### src/design/analog_quadrature_decoder_core_assert.svh
// Assertion macros shared by the decoder core.
`ifndef ANALOG_QUADRATURE_DECODER_CORE_ASSERT_SVH
`define ANALOG_QUADRATURE_DECODER_CORE_ASSERT_SVH

// Same-cycle implication, checked while out of reset.
`define AQD_ASSERT_NOW(label, ante, cons) \
  label: assert property (@(posedge clk_i) disable iff (!rst_ni) (ante) |-> (cons)) \
    else $error("decoder core assertion failed");

// Next-cycle implication, checked while out of reset.
`define AQD_ASSERT_NEXT(label, ante, cons) \
  label: assert property (@(posedge clk_i) disable iff (!rst_ni) (ante) |=> (cons)) \
    else $error("decoder core assertion failed");

`endif

### src/design/aqd_pkg.sv
`timescale 1ns / 1ps
package aqd_pkg;

  localparam int COUNT_BITS = 8;
  localparam int LEVEL_BITS = 8;
  localparam int CFG_INDEX_BITS = 4;
  localparam int CFG_DATA_BITS = 8;

  localparam logic [LEVEL_BITS-1:0] UPPER_RESET = 8'h00;
  localparam logic [LEVEL_BITS-1:0] LOWER_RESET = 8'hFF;
  localparam logic [LEVEL_BITS-1:0] DECISION_RESET = 8'h80;

  localparam logic [3:0] HIST_INC = 4'hC;
  localparam logic [3:0] HIST_DEC = 4'h3;

  typedef enum logic [1:0] {
    ACT_SAMPLE      = 2'd0,
    ACT_RESET_COUNT = 2'd1,
    ACT_CLEAR_FLAG  = 2'd2
  } action_e;

  typedef enum logic [1:0] {
    LED_HOLD  = 2'd0,
    LED_COUNT = 2'd1,
    LED_FLAG  = 2'd2
  } led_mode_e;

  typedef enum logic [CFG_INDEX_BITS-1:0] {
    CFG_CALIBRATE      = 4'd0,
    CFG_COMPARE_ENABLE = 4'd1,
    CFG_COMPARE_VALUE  = 4'd2,
    CFG_LED_MODE       = 4'd3
  } cfg_index_e;

  typedef struct packed {
    logic                  calibrate;
    logic                  compare_enable;
    logic [LEVEL_BITS-1:0] compare_value;
    logic [1:0]            led_mode;
  } cfg_t;

  typedef struct packed {
    logic [LEVEL_BITS-1:0] upper;
    logic [LEVEL_BITS-1:0] lower;
    logic [LEVEL_BITS-1:0] decision;
    logic                  learning;
    logic [3:0]            history;
    logic                  phase;
    logic [COUNT_BITS-1:0] position;
    logic                  fired;
    logic                  flag;
    logic                  indicator;
  } state_t;

  typedef struct packed {
    logic [1:0]            action;
    logic [LEVEL_BITS-1:0] sample;
  } item_t;

endpackage

### src/design/analog_quadrature_decoder_core.sv
`timescale 1ns / 1ps
// Decoder for an optical quadrature encoder read through an 8-bit converter.
// Requests arrive on the s_axis channel: tuser carries the action (sample,
// reset count, clear compare flag) and tdata the converter reading, which
// alternates between channel B and channel A. Every request yields exactly
// one result on the m_axis channel with the count, the compare flag, the LED
// level, the decision threshold and the learned upper and lower levels, all
// as they stand after that request.
// The cfg channel writes the calibrate, compare enable, compare value and LED
// mode registers; it is always ready and should only be used while no request
// is in flight.
// From acceptance, a request passes through the input register and then the
// result register. Throughput is one request per cycle while the receiver
// keeps up, set by the combinational update of the decoder state between
// those two registers.
// If the receiver stalls, the result register holds its value and the input
// register takes one more request, after which s_axis_tready drops.
// Reset clears both channels, restores the levels to 0 and 255, the threshold
// to 128, and zeroes the count, the flags and the configuration.
module analog_quadrature_decoder_core (
  input  logic                               clk_i,
  input  logic                               rst_ni,
  // s_axis_tdata: [7:0] sample
  input  logic                               s_axis_tvalid,
  output logic                               s_axis_tready,
  input  logic [7:0]                         s_axis_tdata,
  // s_axis_tuser: [1:0] action
  input  logic [1:0]                         s_axis_tuser,
  // m_axis_tdata: [7:0] count, [8] compare_flag, [9] led, [17:10] threshold,
  // [25:18] level_max, [33:26] level_min, [39:34] zero
  output logic                               m_axis_tvalid,
  input  logic                               m_axis_tready,
  output logic [39:0]                        m_axis_tdata,
  input  logic                               cfg_valid_i,
  output logic                               cfg_ready_o,
  input  logic [aqd_pkg::CFG_INDEX_BITS-1:0] cfg_index_i,
  input  logic [aqd_pkg::CFG_DATA_BITS-1:0]  cfg_data_i
);
  import aqd_pkg::*;

  cfg_t   cfg;
  item_t  in_item, held_item;
  logic   held_valid, advance;
  state_t state_q, state_d;
  logic   out_valid_q, out_valid_d;
  logic [39:0] out_data_q;

  aqd_cfg u_cfg (
    .clk_i       (clk_i),
    .rst_ni      (rst_ni),
    .cfg_valid_i (cfg_valid_i),
    .cfg_ready_o (cfg_ready_o),
    .cfg_index_i (cfg_index_i),
    .cfg_data_i  (cfg_data_i),
    .cfg_o       (cfg)
  );

  assign in_item.action = s_axis_tuser;
  assign in_item.sample = s_axis_tdata;

  aqd_in_reg u_in_reg (
    .clk_i   (clk_i),
    .rst_ni  (rst_ni),
    .valid_i (s_axis_tvalid),
    .ready_o (s_axis_tready),
    .item_i  (in_item),
    .valid_o (held_valid),
    .take_i  (advance),
    .item_o  (held_item)
  );

  // A held request moves on whenever the result register is empty or drains.
  assign advance = held_valid && (!out_valid_q || m_axis_tready);

  aqd_step u_step (
    .cfg_i   (cfg),
    .state_i (state_q),
    .item_i  (held_item),
    .state_o (state_d)
  );

  always_comb begin
    out_valid_d = out_valid_q;
    if (advance) begin
      out_valid_d = 1'b1;
    end else if (m_axis_tready) begin
      out_valid_d = 1'b0;
    end
  end

  always_ff @(posedge clk_i or negedge rst_ni) begin
    if (!rst_ni) begin
      state_q.upper     <= UPPER_RESET;
      state_q.lower     <= LOWER_RESET;
      state_q.decision  <= DECISION_RESET;
      state_q.learning  <= 1'b0;
      state_q.history   <= '0;
      state_q.phase     <= 1'b0;
      state_q.position  <= '0;
      state_q.fired     <= 1'b0;
      state_q.flag      <= 1'b0;
      state_q.indicator <= 1'b0;
      out_valid_q       <= 1'b0;
    end else begin
      if (advance) begin
        state_q <= state_d;
      end
      out_valid_q <= out_valid_d;
    end
  end

  // The result register carries the state as it stands after the request.
  always_ff @(posedge clk_i) begin
    if (advance) begin
      out_data_q <= {6'd0, state_d.lower, state_d.upper, state_d.decision,
                     state_d.indicator, state_d.flag, state_d.position[7:0]};
    end
  end

  assign m_axis_tvalid = out_valid_q;
  assign m_axis_tdata  = out_data_q;

`include "analog_quadrature_decoder_core_assert.svh"

  // A full input register in front of a stalled result must push back.
  `AQD_ASSERT_NOW(a_backpressure, held_valid && out_valid_q && !m_axis_tready, !s_axis_tready)
  // The compare flag is only ever raised together with the one-shot latch.
  `AQD_ASSERT_NOW(a_flag_fired, state_q.flag, state_q.fired)
  // Every request taken by the datapath shows up as a result next cycle.
  `AQD_ASSERT_NEXT(a_result_follows, advance, m_axis_tvalid)

endmodule

### src/design/aqd_cfg.sv
`timescale 1ns / 1ps
module aqd_cfg (
  input  logic                               clk_i,
  input  logic                               rst_ni,
  input  logic                               cfg_valid_i,
  output logic                               cfg_ready_o,
  input  logic [aqd_pkg::CFG_INDEX_BITS-1:0] cfg_index_i,
  input  logic [aqd_pkg::CFG_DATA_BITS-1:0]  cfg_data_i,
  output aqd_pkg::cfg_t                      cfg_o
);
  import aqd_pkg::*;

  cfg_t cfg_q, cfg_d;

  assign cfg_ready_o = 1'b1;
  assign cfg_o = cfg_q;

  always_comb begin
    cfg_d = cfg_q;
    if (cfg_valid_i) begin
      case (cfg_index_e'(cfg_index_i))
        CFG_CALIBRATE:      cfg_d.calibrate = cfg_data_i[0];
        CFG_COMPARE_ENABLE: cfg_d.compare_enable = cfg_data_i[0];
        CFG_COMPARE_VALUE:  cfg_d.compare_value = cfg_data_i[LEVEL_BITS-1:0];
        CFG_LED_MODE:       cfg_d.led_mode = cfg_data_i[1:0];
        default:            cfg_d = cfg_q;
      endcase
    end
  end

  always_ff @(posedge clk_i or negedge rst_ni) begin
    if (!rst_ni) begin
      cfg_q <= '0;
    end else begin
      cfg_q <= cfg_d;
    end
  end
endmodule

### src/design/aqd_in_reg.sv
`timescale 1ns / 1ps
module aqd_in_reg (
  input  logic           clk_i,
  input  logic           rst_ni,
  input  logic           valid_i,
  output logic           ready_o,
  input  aqd_pkg::item_t item_i,
  output logic           valid_o,
  input  logic           take_i,
  output aqd_pkg::item_t item_o
);
  import aqd_pkg::*;

  logic  valid_q, valid_d;
  item_t item_q;

  // The slot frees up in the same cycle that the datapath takes its request.
  assign ready_o = !valid_q || take_i;
  assign valid_o = valid_q;
  assign item_o  = item_q;

  always_comb begin
    valid_d = valid_q;
    if (ready_o) begin
      valid_d = valid_i;
    end
  end

  always_ff @(posedge clk_i or negedge rst_ni) begin
    if (!rst_ni) begin
      valid_q <= 1'b0;
    end else begin
      valid_q <= valid_d;
    end
  end

  always_ff @(posedge clk_i) begin
    if (ready_o && valid_i) begin
      item_q <= item_i;
    end
  end
endmodule

### src/design/aqd_step.sv
`timescale 1ns / 1ps
module aqd_step (
  input  aqd_pkg::cfg_t   cfg_i,
  input  aqd_pkg::state_t state_i,
  input  aqd_pkg::item_t  item_i,
  output aqd_pkg::state_t state_o
);
  import aqd_pkg::*;

  logic [LEVEL_BITS-1:0] up, lo, half;
  logic                  level_bit;
  logic [3:0]            hist;
  state_t                st;

  always_comb begin
    st        = state_i;
    up        = '0;
    lo        = '0;
    half      = '0;
    level_bit = 1'b0;
    hist      = '0;
    case (action_e'(item_i.action))
      ACT_SAMPLE: begin
        if (cfg_i.calibrate) begin
          // A fresh calibration starts from the reset levels, upper 0 and lower 255.
          up = st.learning ? st.upper : UPPER_RESET;
          lo = st.learning ? st.lower : LOWER_RESET;
          if (item_i.sample > up) begin
            up = up + ((item_i.sample - up) >> 1);
          end
          if (item_i.sample < lo) begin
            lo = lo - ((lo - item_i.sample) >> 1);
          end
          st.upper    = up;
          st.lower    = lo;
          st.learning = 1'b1;
        end else if (st.learning) begin
          half        = (st.upper - st.lower) >> 1;
          st.decision = st.lower + half;
          st.learning = 1'b0;
        end else begin
          level_bit = item_i.sample > st.decision;
          if (st.phase) begin
            hist = {st.history[2:0], level_bit ^ st.history[0]};
            if (hist == HIST_INC) begin
              st.position = st.position + COUNT_BITS'(1);
            end else if (hist == HIST_DEC) begin
              st.position = st.position - COUNT_BITS'(1);
            end
          end else begin
            hist = {st.history[2:0], level_bit};
          end
          st.history = hist;
          st.phase   = !st.phase;
        end
      end
      ACT_RESET_COUNT: st.position = '0;
      ACT_CLEAR_FLAG:  st.flag = 1'b0;
      default:         st = state_i;
    endcase

    if (cfg_i.compare_enable && (st.position == COUNT_BITS'(cfg_i.compare_value))
        && !st.fired) begin
      st.flag  = 1'b1;
      st.fired = 1'b1;
    end
    if (!st.flag && st.fired) begin
      st.fired = 1'b0;
    end

    case (led_mode_e'(cfg_i.led_mode))
      LED_COUNT: st.indicator = st.position[0];
      LED_FLAG:  st.indicator = st.flag;
      default:   st.indicator = st.indicator;
    endcase

    state_o = st;
  end
endmodule

### config.mk
export PLATFORM = sky130hd
export DESIGN_NAME = analog_quadrature_decoder_core
export DESIGN_NICKNAME = d
export VERILOG_FILES = /design/src/design/aqd_pkg.sv /design/src/design/analog_quadrature_decoder_core.sv /design/src/design/aqd_cfg.sv /design/src/design/aqd_in_reg.sv /design/src/design/aqd_step.sv
export VERILOG_INCLUDE_DIRS = /design/src /design/src/design
export SDC_FILE = /design/constraint.sdc
export NUM_CORES = 1
export LEC_CHECK = 0
export BUFFER_PORTS_ARGS = -buffer_cell sky130_fd_sc_hd__buf_4
export CAP_MARGIN = 0
export CORE_UTILIZATION = 60
export DETAILED_ROUTE_END_ITERATION = 8
export MAX_ROUTING_LAYER = met4
export PLACE_DENSITY = 0.81
export SETUP_SLACK_MARGIN = 0.4
export SLEW_MARGIN = 20
export SYNTH_ARGS = -nofsm -noshare
export SYNTH_HDL_FRONTEND = slang
export SYNTH_SLANG_ARGS = --single-unit
### constraint.sdc
create_clock -name clk_i -period 4.7 [get_ports clk_i]
set_clock_uncertainty 0.1 [all_clocks]
set_input_delay 1.175 -clock clk_i [delete_from_list [all_inputs] [get_ports clk_i]]
set_output_delay 1.175 -clock clk_i [all_outputs]
set_load 0.05 [all_outputs]
; ---- After elaboration in Yosys (flattened, before gate mapping)
; Index checks and enable logic that the tools add are counted.
[word_totals]
ff_bits = 99
output_inout_bits = 43
word_cells = 86
input_bits = 27
[classes]
bitwise_logic = 3
n_mux = 22
addsub = 8
n_eq_ne = 10
order_cmp = 3
n_reduce_logical = 21
[op_table]
columns = operator, n
row1 = $mux 8, 8
row2 = $mux 30, 1
row3 = $mux 13, 2
row4 = $sub 8x8->8, 3
row5 = $add 8x7->8, 2
row6 = $gt 8x8->1, 2
row7 = $mux 16, 1
row8 = $pmux 8 s2, 1
row9 = $eq 4x2->1 const B, 3
row10 = $reduce_and 2->1, 5
row11 = $mux 9, 1
row12 = $add 8x1->8 const B, 1
row13 = $eq 8x8->1, 1
row14 = $lt 8x8->1, 1
row15 = $sub 8x1->8 const B, 1
row16 = $sub 8x7->8, 1
row17 = $mux 1, 6
row18 = $logic_and 1x1->1, 5
row19 = $logic_not 1->1, 5
row20 = $eq 2x1->1 const B, 2
row21 = $eq 2x2->1 const B, 2
row22 = $eq 4x1->1 const B, 1
row23 = $eq 4x4->1 const B, 1
row24 = $logic_not 4->1, 1
row25 = 8 further kinds, 10

; ---- Depth between registers and ports, before layout
; Gate-level depths: netlist (run 1).
[logic_depth]
depth_word = 16
mapped_depth = 18
ltp_nobuf = 18

; ---- Hierarchy
; From an unflattened synthesis (run 1), not the netlist that was laid out.
[hier_totals]
hier_cells = 609
area_unflattened_um2 = 6764.0
[modules_own_cells]
columns = module, area_per_inst_um2, instances, seq_area_each_um2, cells_per_inst
row1 = aqd_step, 3080.5, 1, 0.0, 431
row2 = analog_quadrature_decoder_core, 2820.2, 1, 2083.2, 132
row3 = aqd_cfg, 509.2, 1, 300.3, 32
row4 = aqd_in_reg, 354.1, 1, 325.3, 14

; ---- Least setup slack after synthesis (run 1)
; No wires, ideal clock.
[synth_timing]
path_type = reg2reg
from = register state_q[16] (netlist bit)
to = register out_data_q[33], in the netlist m_axis_tdata[33], data pin
setup_time_ps = 261
setup_slack_ps = 997
period_less_slack_ps = 3703
n_path_buf = 3
stages_incl_launch_ff = 17
arrival_time_ps = 3342
t_required_ps = 4339
cell_sequence = dfrtp_1 -> buf_2 -> clkbuf_1 -> buf_1 -> nand2_1 -> ha_1 -> xnor2_1 -> inv_1 -> ha_1 -> nor2b_1 -> o21ai_0 -> a21boi_1 -> o21ai_0 -> a21boi_1 -> o21a_1 -> or3_1 -> o32a_1
[synth_rtl]
columns = element, line
row1 = "start, declared", analog_quadrature_decoder_core.sv:44  ; state_t state_q, state_d;
row2 = "start signal, assigned", analog_quadrature_decoder_core.sv:106  ; state_q <= state_d;
row3 = "end signal, assigned", analog_quadrature_decoder_core.sv:115  ; out_data_q <= {6'd0, state_d.lower, state_d.upper, state_d.decision,
row4 = "end, declared", analog_quadrature_decoder_core.sv:46  ; logic [39:0] out_data_q;

==> results.sh, run 1 <==
export IMPL_cts_buffers_inserted=9
export IMPL_die_y_um=105
export IMPL_initial_core_util_pct=61.7
export IMPL_clockBufferDepth=2
export IMPL_grt_pass1_wl_um=23500
export IMPL_io_pins=70
export IMPL_critPathLaunchType="flop"
export IMPL_leakagePower_nw=3.27
export IMPL_finalNetCount=778
export IMPL_antenna_cells=0
export IMPL_final_max_slew_viol_count=0
export IMPL_yosys_area_top_type="edfxtp_1"
export IMPL_wl_per_cell_um=17.4
export IMPL_clk_pin_slew_worst_paths_ps=100
export IMPL_fmax_mhz=247
export IMPL_ys_warnings_count=0
export IMPL_period_needed_ps=4050
export IMPL_drive_above_1_share_pct=18.5
export IMPL_grt_use_total_pct=28.6
export IMPL_hpwl_um=11200
export IMPL_synth_cells=623
export IMPL_hold_viol=0
export IMPL_totalWireLength_um=14400
export IMPL_dr_pass1_iters=4
export IMPL_end_kind="flop"
export IMPL_maxCapViolCount=0
export IMPL_place_congestion=0.907
export IMPL_num_fill_cells=789
export IMPL_synth_edf_count=44
export IMPL_ys_flop_type="dfrtp_1"
export IMPL_powerDensity_mw_per_mm2=616
export IMPL_ys_types=71
export IMPL_grt_max_degree=55
export IMPL_antenna_found_initial=0
export IMPL_die_w_um=105
export IMPL_worstSetupPathType="flop to flop"
export IMPL_h_tree_depth=3
export IMPL_fin_crit_sh_pct=86.2
export IMPL_clk_latency_ps=380
export IMPL_port_buffers=62
export IMPL_synth_seq_area_share_pct=42.2
export IMPL_grt_ovfl_total=0
export IMPL_synth_top_area_share_pct=20.8
export IMPL_ys_seq_elements=98
export IMPL_multi_input_area_mm2=0.00343
export IMPL_rsz0062_at_grt="yes"
export IMPL_syn_to_final_growth_pct=12.6
export IMPL_drc_errors=0
export IMPL_synth_area_top_cells="edfxtp_1 21%, dfrtp_1 18%, ha_1 11%"
export IMPL_root_buffer="clkbuf_8"
export IMPL_tns_ps=0
export IMPL_row_count=37
export IMPL_drt_iter0_markers=222
export IMPL_via_count=4834
export IMPL_vdd_ir_drop_worst_mv=0.319
export IMPL_grt_pass1_vias=4856
export IMPL_ant_nets=0
export IMPL_viasPerCell=5.83
export IMPL_worstPathArrival_ps=4170
export IMPL_synthArstFlopShare_pct=55.1
export IMPL_p_total_mw=4.41
export IMPL_cts_tree="yes"
export IMPL_postCtsHoldBufs=0
export IMPL_syn_avg_cell_area_um2=10.2
export IMPL_worstPathRequired_ps=4820
export IMPL_min_path_type="flop to flop"
export IMPL_syn_cell_area_mm2=0.00636
export IMPL_finish_utilization_pct=69.4
export IMPL_seq_area_mm2=0.00269
export IMPL_cts_sinks=98
export IMPL_status="completed"
export IMPL_design_die_area_mm2=0.0110
export IMPL_core_mm2=0.0103
export IMPL_setup_viol=0
export IMPL_slew_headroom_pct=51.3
export IMPL_hold_ws_ps=396
export IMPL_worst_slew_pin_slew_ps=730
export IMPL_worstPathMaxFanout=5
[critical path: stages, from the launching register on]
cell       delay [ps]
edfxtp_1          540
ha_1              360
nor2b_1           140
o21a_1            160
o21ai_0           150
nand2b_1           70
a21oi_1           130
o21ai_0           100
nand2_1           110
ha_1              170
nor3b_4           290
o2111ai_1         280
o32ai_1           430
xor2_1            130
nor2_1            140
and4_1            210
nand4_2           180
a21oi_1           200
[cell usage in the layout (no fill, tap or decap), drive strengths merged, types with 7 or more instances in the layout]
cell | netlist | final
dfrtp | 45 | 45
inv | 51 | 55
nor2b | 8 | 8
ha | 57 | 57
nor3 | 7 | 7
o21ai | 33 | 33
a21o | 17 | 17
mux2 | 18 | 18
conb | 2 | 7
dfstp | 9 | 9
a22o | 14 | 14
buf | 9 | 67
and2 | 10 | 10
xnor2 | 29 | 29
edfxtp | 44 | 44
xor2 | 14 | 14
clkbuf | 9 | 9
nand2b | 13 | 13
nand2 | 67 | 67
nor2 | 38 | 38
o22a | 11 | 11
a21oi | 32 | 32
[final timing paths]
path	cells after the start	start	to	slack, ps
worst max-delay path	17	u_in_reg.item_o[1]	m_axis_tdata[9]	650
worst min-delay path	1	u_in_reg.valid_o	m_axis_tvalid	400
worst max register to register	17	u_in_reg.item_o[1]	m_axis_tdata[9]	650
worst min register to register	1	u_in_reg.valid_o	m_axis_tvalid	400
max in group asynchronous	1	rst_ni	state_q[16]	3220
min in group asynchronous	1	rst_ni	state_q[3]	750
[layout make-up]
class	count	area share [%]
clock buffer	9	1.73
clock inverter	7	0.821
inverter	52	2.72
multi-input combinational	460	47.9
sequential	98	37.5
tap	136	2.37
timing repair buffer	67	7.02
[report_power, final]
group / switching, mW / internal, mW
logic: 1.38 / 1.07
clock network: 0.318 / 0.201
registers: 0.250 / 1.19
[sequential cells by signal, indices dropped and copies added (netlist names)]
signal	flops
state_q	40
m_axis_tdata	34
u_cfg.cfg_o	12
u_in_reg.item_o	10
m_axis_tvalid	1
u_in_reg.valid_o	1
[stage by stage]
stage               worst slack, ps  area, um^2  instances
floorplan                       997        6380        628
global placement                735        6950        812
detailed placement              557        6950        812
CTS                             446        7140        828
global route                    329        7170        829
finish                          650        7170        829
[logic make-up (layout without fill, tap and decap cells)]
logic type,Yosys count,in the layout,synth area share (%)
AO/OA/AOI/OAI,150,150,16.6
XOR/XNOR,43,43,5.92
adder cells (fa/ha/maj),63,63,13.1
buffers and inverters,70,135,4.56
flip-flops,98,98,42.2
multiplexers,19,19,3.34
other,2,7,0.118
AND/OR/NAND/NOR,178,178,14.2
[cells in the mapped netlist, drive strengths merged, types with 6 or more instances]
cell	count
nand2	67
ha	57
inv	51
dfrtp	45
edfxtp	44
nor2	38
o21ai	33
a21oi	32
xnor2	29
mux2	18
a21o	17
a22o	14
xor2	14
nand2b	13
o22a	11
and2	10
buf	9
clkbuf	9
dfstp	9
nor2b	8
nor3	7
fa	6
nand3	6
o21bai	6
[per-layer routing]
metal / routed length (um) / track usage (%) / part of all wire, %
met5: 0 / - / 0
met3: 520 / 3.43 / 3.6
met2: 7150 / 47.4 / 50
met4: 582 / 15.7 / 4.0
met1: 6190 / 34.2 / 43
[what timing repair did]
action | in CTS | in global routing
resized for setup | 0 | 4
hold endpoints to repair | 0 | 0
setup endpoints to repair | 0 | 8
buffers inserted | 0 | 1
(Power assumes the default switching activity.)
==> run 2: changes to the inputs <==
==> constraint.sdc (replaced) <==
create_clock -name clk_i -period 4.7 [get_ports clk_i]
set_clock_uncertainty 0.1 [all_clocks]
set_input_delay 0.94 -clock clk_i [delete_from_list [all_inputs] [get_ports clk_i]]
set_output_delay 0.94 -clock clk_i [all_outputs]
set_load 0.05 [all_outputs]
==> run 2 against run 1 <==
Compared with the run above:
- first-iteration DRC count shrank 9.5%
- routed wire length shrank 1.6%
- worst setup slack gained 70 ps
- clock power grew 10%
- hold slack gained 8.8 ps
- cell count shrank 0.12%
- flip-flop and latch count is the same
- register-to-register slack gained 70 ps
- cell area is essentially flat
- via count is essentially flat
- power grew 0.95%
- critical path type unchanged
==> results.sh, run 2 (synthesis gave the netlist of run 1 again) <==
export IMPL_design_die_area_mm2=0.0110
export IMPL_antenna_found_initial=0
export IMPL_row_count=37
export IMPL_clk_latency_ps=370
export IMPL_grt_use_total_pct=27.7
export IMPL_min_path_type="flop to flop"
export IMPL_root_buffer="clkbuf_8"
export IMPL_end_kind="flop"
export IMPL_grt_ovfl_total=0
export IMPL_syn_to_final_growth_pct=12.5
export IMPL_antenna_cells=0
export IMPL_rsz0062_at_grt="yes"
export IMPL_period_needed_ps=3980
export IMPL_layout_commonest_cell="nand2_1"
export IMPL_final_cell_mix="67 x nand2_1, 66 x buf_4, 57 x ha_1"
export IMPL_internal_power_mw=2.51
export IMPL_leakagePower_nw=3.26
export IMPL_worstSetupPathType="flop to flop"
export IMPL_worstPathArrival_ps=4010
export IMPL_worstPathRequired_ps=4730
export IMPL_status="completed"
export IMPL_critPathLaunchType="flop"
export IMPL_post_place_ws_ps=582
export IMPL_grt_pass1_vias=4788
export IMPL_p_seq_share_pct=32.2
export IMPL_placed_cell_area_mm2=0.00695
export IMPL_initial_core_util_pct=61.7
export IMPL_setup_viol=0
export IMPL_drc_errors=0
export IMPL_wl_per_cell_um=17.2
export IMPL_die_w_um=105
export IMPL_port_buffers=62
export IMPL_worstPathMaxFanout=18
export IMPL_vdd_ir_drop_worst_mv=0.278
export IMPL_hold_viol=0
export IMPL_clockBufferDepth=2
export IMPL_largest_register_ffs=40
export IMPL_viasPerCell=5.84
export IMPL_p_sw_mw=1.94
export IMPL_h_tree_depth=3
export IMPL_slew_headroom_pct=51.6
export IMPL_top_register="state_q"
export IMPL_drive_above_1_share_pct=18.2
export IMPL_die_y_um=105
export IMPL_powerDensity_mw_per_mm2=622
export IMPL_fin_crit_sh_pct=84.7
export IMPL_maxCapViolCount=0
export IMPL_ant_nets=0
export IMPL_totalWireLength_um=14200
export IMPL_io_pins=70
export IMPL_drt_iter0_markers=201
export IMPL_tns_ps=0
export IMPL_dr_pass1_iters=4
export IMPL_fmax_mhz=251
export IMPL_place_congestion=0.901
export IMPL_via_count=4833
export IMPL_final_max_slew_viol_count=0
export IMPL_worst_slew_pin_slew_ps=726
export IMPL_clk_pin_slew_worst_paths_ps=110
export IMPL_cts_buffers_inserted=9
export IMPL_cts_tree="yes"
export IMPL_grt_pass1_wl_um=23000
export IMPL_grt_max_degree=55
export IMPL_hpwl_um=11000
export IMPL_final_cell_area_mm2=0.00716
export IMPL_p_comb_share_pct=54.9
export IMPL_clock_power_share_pct=12.8
export IMPL_core_mm2=0.0103
export IMPL_netSwitchingFraction_pct=43.6
export IMPL_finalNetCount=777
export IMPL_cts_sinks=98
export IMPL_setup_slack_ps=720
## run 2: cell types whose count changed in the layout (fill, tap and decap cells not counted), sizes merged
| cell | change |
|---|---|
| clkinvlp | +1 |
| clkbuf | +1 |
| clkinv | -3 |
| bufinv | +1 |
| buf | -1 |
## run 2: layout make-up
cell class                      count  area (um^2)
Multi-Input combinational cell    460         3420
Fill cell                         786         3160
Sequential cell                    98         2690
Timing Repair Buffer               66          495
Inverter                           52          195
Tap cell                          136          170
Clock buffer                       10          128
Clock inverter                      6         72.6
## run 2: worst paths after layout
kind | from | endpoint | slack (ps) | depth (start not counted)
worst max-delay path | state_q[16] | m_axis_tdata[25] | 720 | 15
worst min-delay path | u_in_reg.valid_o | m_axis_tvalid | 400 | 1
worst max register to register | state_q[16] | m_axis_tdata[25] | 720 | 15
worst min register to register | u_in_reg.valid_o | m_axis_tvalid | 400 | 1
max in group asynchronous | rst_ni | state_q[16] | 3470 | 1
min in group asynchronous | rst_ni | state_q[20] | 520 | 1
## run 2: routing by layer
metal / wire (um) / vias to the layer above / track usage, %
li1: - / 2330 / -
met2: 7050 / 118 / 45.8
met1: 6010 / 2355 / 33.9
met3: 709 / 30 / 5.18
met4: 431 / 0 / 10.5
met5: 0 / - / -
## run 2: what timing repair did
action	4_1_cts	5_1_grt
hold buffers	0	0
resized for setup	0	2
endpoints found under the setup margin	0	8
buffers inserted	0	1
## run 2: power groups by stage
stage | registers [mW] | logic [mW] | clock network, mW
final | 1.44 | 2.45 | 0.571
after global placement | 1.43 | 2.34 | 0
after CTS | 1.43 | 2.44 | 0.575
after detailed placement | 1.44 | 2.40 | 0
after global routing | 1.46 | 2.70 | 0.607
after floorplan | 1.56 | 1.73 | 0
## run 2: through the flow
step	utilization (%)	hold WS, ps	std cells	power [mW]
after global placement	67.3	366	811	3.77
after detailed placement	67.3	386	811	3.85
after floorplan	-	357	628	3.30
after CTS	69.2	411	827	4.44
after global routing	69.4	434	828	4.77
final	69.4	405	828	4.45
## run 2: worst max-delay path, cell delays in order, from the launching register on
cell and delay [ps]:
dfrtp_2 600, nand2_1 190, ha_1 330, nor2b_1 130, o21ai_0 290, a21boi_1 160
o21ai_0 180, nand2b_1 110, a21o_1 190, a21oi_1 180, xnor2_1 100, ha_1 330
nand2_1 60, o21ai_0 220, o311ai_2 220, a211o_1 340
==> run 3: changes to the inputs <==
--- a/config.mk
+++ b/config.mk
@@ -6,6 +6,7 @@
 export SDC_FILE = /design/constraint.sdc
 export NUM_CORES = 1
 export LEC_CHECK = 0
+export ABC_AREA = 1
 export BUFFER_PORTS_ARGS = -buffer_cell sky130_fd_sc_hd__buf_4
 export CAP_MARGIN = 0
 export CORE_UTILIZATION = 60
==> constraint.sdc (replaced) <==
create_clock -name clk_i -period 3.8 [get_ports clk_i]
set_clock_uncertainty 0.1 [all_clocks]
set_input_delay 0.76 -clock clk_i [delete_from_list [all_inputs] [get_ports clk_i]]
set_output_delay 0.76 -clock clk_i [all_outputs]
set_load 0.05 [all_outputs]
==> run 3 against run 2 <==
Compared with the run above:
- synthesized area grew 5.6%
- synthesized cell count up 31%
- global-route usage increased by 2.0 points
- largest power group unchanged
- worst setup slack got worse by 320 ps
- cell area increased by 12%
- sequential share of layout area fell by 4.0 points
- clock power increased by 11%
- die area increased by 5.5%
- critical endpoint is now m_axis_tdata[32]
==> results.sh, run 3 <==
export IMPL_port_buffers=62
export IMPL_vdd_ir_drop_worst_mv=0.480
export IMPL_drive_above_1_share_pct=25.6
export IMPL_setup_viol=0
export IMPL_grt_pass1_vias=5515
export IMPL_initial_core_util_pct=61.8
export IMPL_period_needed_ps=3400
export IMPL_min_path_type="primary input to async pin"
export IMPL_rsz0062_at_grt="no"
export IMPL_synth_seq_area_share_pct=39.9
export IMPL_grt_pass1_wl_um=25700
export IMPL_hold_viol=0
export IMPL_internal_power_mw=3.52
export IMPL_r2r_start="state_q[16]"
export IMPL_syn_to_final_growth_pct=19.2
export IMPL_status="completed"
export IMPL_worstPathRequired_ps=3830
export IMPL_core_mm2=0.0109
export IMPL_viasPerCell=5.56
export IMPL_synth_area_top_cells="edfxtp_1 20%, dfrtp_1 17%, ha_1 11%"
export IMPL_place_congestion=0.992
export IMPL_postCtsHoldBufs=0
export IMPL_final_cell_mix="178 x nand2_1, 118 x inv_1, 89 x buf_4"
export IMPL_antenna_cells=0
export IMPL_p_comb_share_pct=64.2
export IMPL_row_count=38
export IMPL_final_max_slew_viol_count=0
export IMPL_finish_utilization_pct=73.6
export IMPL_clk_pin_slew_worst_paths_ps=100
export IMPL_antenna_found_initial=0
export IMPL_syn_cell_area_mm2=0.00672
export IMPL_top_register="state_q"
export IMPL_dp_cells=1004
export IMPL_dr_pass1_iters=7
export IMPL_p_seq_share_pct=26.5
export IMPL_root_buffer="clkbuf_8"
export IMPL_rrSetupSlack_ps=400
export IMPL_layout_commonest_cell="nand2_1"
export IMPL_finalNetCount=991
export IMPL_worstPathArrival_ps=3430
export IMPL_design_die_area_mm2=0.0116
export IMPL_cts_tree="yes"
export IMPL_p_sw_mw=3.31
export IMPL_synth_common_cells="189 x nand2_1, 126 x inv_1, 57 x ha_1, 57 x o21ai_0, 49 x a21oi_1"
export IMPL_worst_slew_pin_slew_ps=741
export IMPL_synth_edf_count=44
export IMPL_slew_headroom_pct=50.6
export IMPL_critPathLaunchType="flop"
export IMPL_post_place_ws_ps=181
export IMPL_setup_slack_ps=398
export IMPL_drt_iter0_markers=346
export IMPL_p_total_mw=6.83
export IMPL_yosysMostFrequentCell="nand2_1"
export IMPL_grt_ovfl_total=0
export IMPL_maxCapViolCount=0
export IMPL_clockBufferDepth=2
export IMPL_io_pins=70
export IMPL_syn_avg_cell_area_um2=8.23
export IMPL_final_cells=1046
export IMPL_placed_cell_area_mm2=0.00729
export IMPL_hold_ws_ps=341
export IMPL_tns_ps=0
export IMPL_yosys_area_top_type="edfxtp_1"
export IMPL_synth_top_area_share_pct=19.7
export IMPL_worstSetupPathType="flop to flop"
export IMPL_cts_buffers_inserted=9
export IMPL_synthArstFlopShare_pct=55.1
export IMPL_end_kind="flop"
export IMPL_via_count=5818
export IMPL_fmax_mhz=294
export IMPL_die_w_um=108
export IMPL_powerDensity_mw_per_mm2=852
export IMPL_leakagePower_nw=3.89
export IMPL_clock_power_share_pct=9.3
export IMPL_clk_latency_ps=380
export IMPL_grt_max_degree=55
export IMPL_drc_errors=0
export IMPL_h_tree_depth=3
export IMPL_ys_flop_type="dfrtp_1"
export IMPL_wl_per_cell_um=15.9
export IMPL_cts_sinks=98
export IMPL_netSwitchingFraction_pct=48.5
export IMPL_fin_crit_sh_pct=89.5
export IMPL_final_cell_area_mm2=0.00801
export IMPL_synth_cells=817
export IMPL_ys_types=47
export IMPL_die_y_um=108
export IMPL_grt_use_total_pct=29.7
export IMPL_worstPathMaxFanout=6
export IMPL_largest_register_ffs=40
export IMPL_ys_warnings_count=0
export IMPL_totalWireLength_um=16600
export IMPL_hpwl_um=11700
export IMPL_cp_startpoint="state_q[16]"
export IMPL_ant_nets=0
export IMPL_ys_seq_elements=98
[run 3: what timing repair did]
action                                  CTS  global route
gates cloned                              0             0
pin swaps                                 0            32
setup buffers                             6            20
gates resized for setup                   7            81
endpoints found under the setup margin   12            22
[run 3: final timing paths]
kind,endpoint,cells past startpoint
setup / recovery,m_axis_tdata[32],17
hold / removal,u_cfg.cfg_o[5],1
setup reg to reg,m_axis_tdata[32],17
hold reg to reg,state_q[0],2
max in group asynchronous,state_q[23],1
min in group clk_i,state_q[0],2
[run 3: worst max-delay path, stage by stage, from the launching register on]
cell	delay (ps)
dfrtp_1	410
buf_8	140
buf_4	120
nand2_1	120
ha_1	410
nand2_1	120
o21ai_2	180
xor2_1	190
ha_1	320
a21oi_1	240
o21ai_2	100
a21oi_1	130
nor2_1	50
nor2_1	110
xor2_1	90
nand2_1	70
nand3_1	90
and2_1	150
[run 3: cell families (layout without fill, tap and decap cells)]
group | count (synthesis) | after routing | synth area share [%]
DFF | 98 | 98 | 39.9
and+or+nand+nor | 322 | 322 | 21.7
adders and majority gates | 63 | 63 | 12.4
xor gates and xnor gates | 35 | 35 | 4.56
buffers and inverters | 155 | 239 | 9.42
other | 2 | 7 | 0.112
muxes | 1 | 1 | 0.167
AOI/OAI and AO/OA | 141 | 141 | 11.7
[run 3: area by class of cell]
cell class | count | area (um^2)
Fill cell | 793 | 2880
Clock inverter | 6 | 38.8
Inverter | 130 | 488
Timing Repair Buffer | 93 | 726
Multi-Input combinational cell | 569 | 3760
Clock buffer | 10 | 138
Tap cell | 140 | 175
Sequential cell | 98 | 2680
[run 3: power groups by stage]
stage / clock, mW / combinational, mW / sequential (mW)
floorplan: 0 / 2.58 / 2.08
global placement: 0 / 3.55 / 1.80
detailed placement: 0 / 3.73 / 1.81
CTS: 0.656 / 3.79 / 1.79
global route: 0.693 / 4.83 / 1.85
finish: 0.636 / 4.38 / 1.81
[run 3: layer usage]
metal,up-vias,wire (um),track usage (%)
li1,2802,-,-
met1,2730,6830,37.0
met2,229,7980,47.0
met3,57,1260,5.63
met4,0,571,13.8
met5,-,0,-
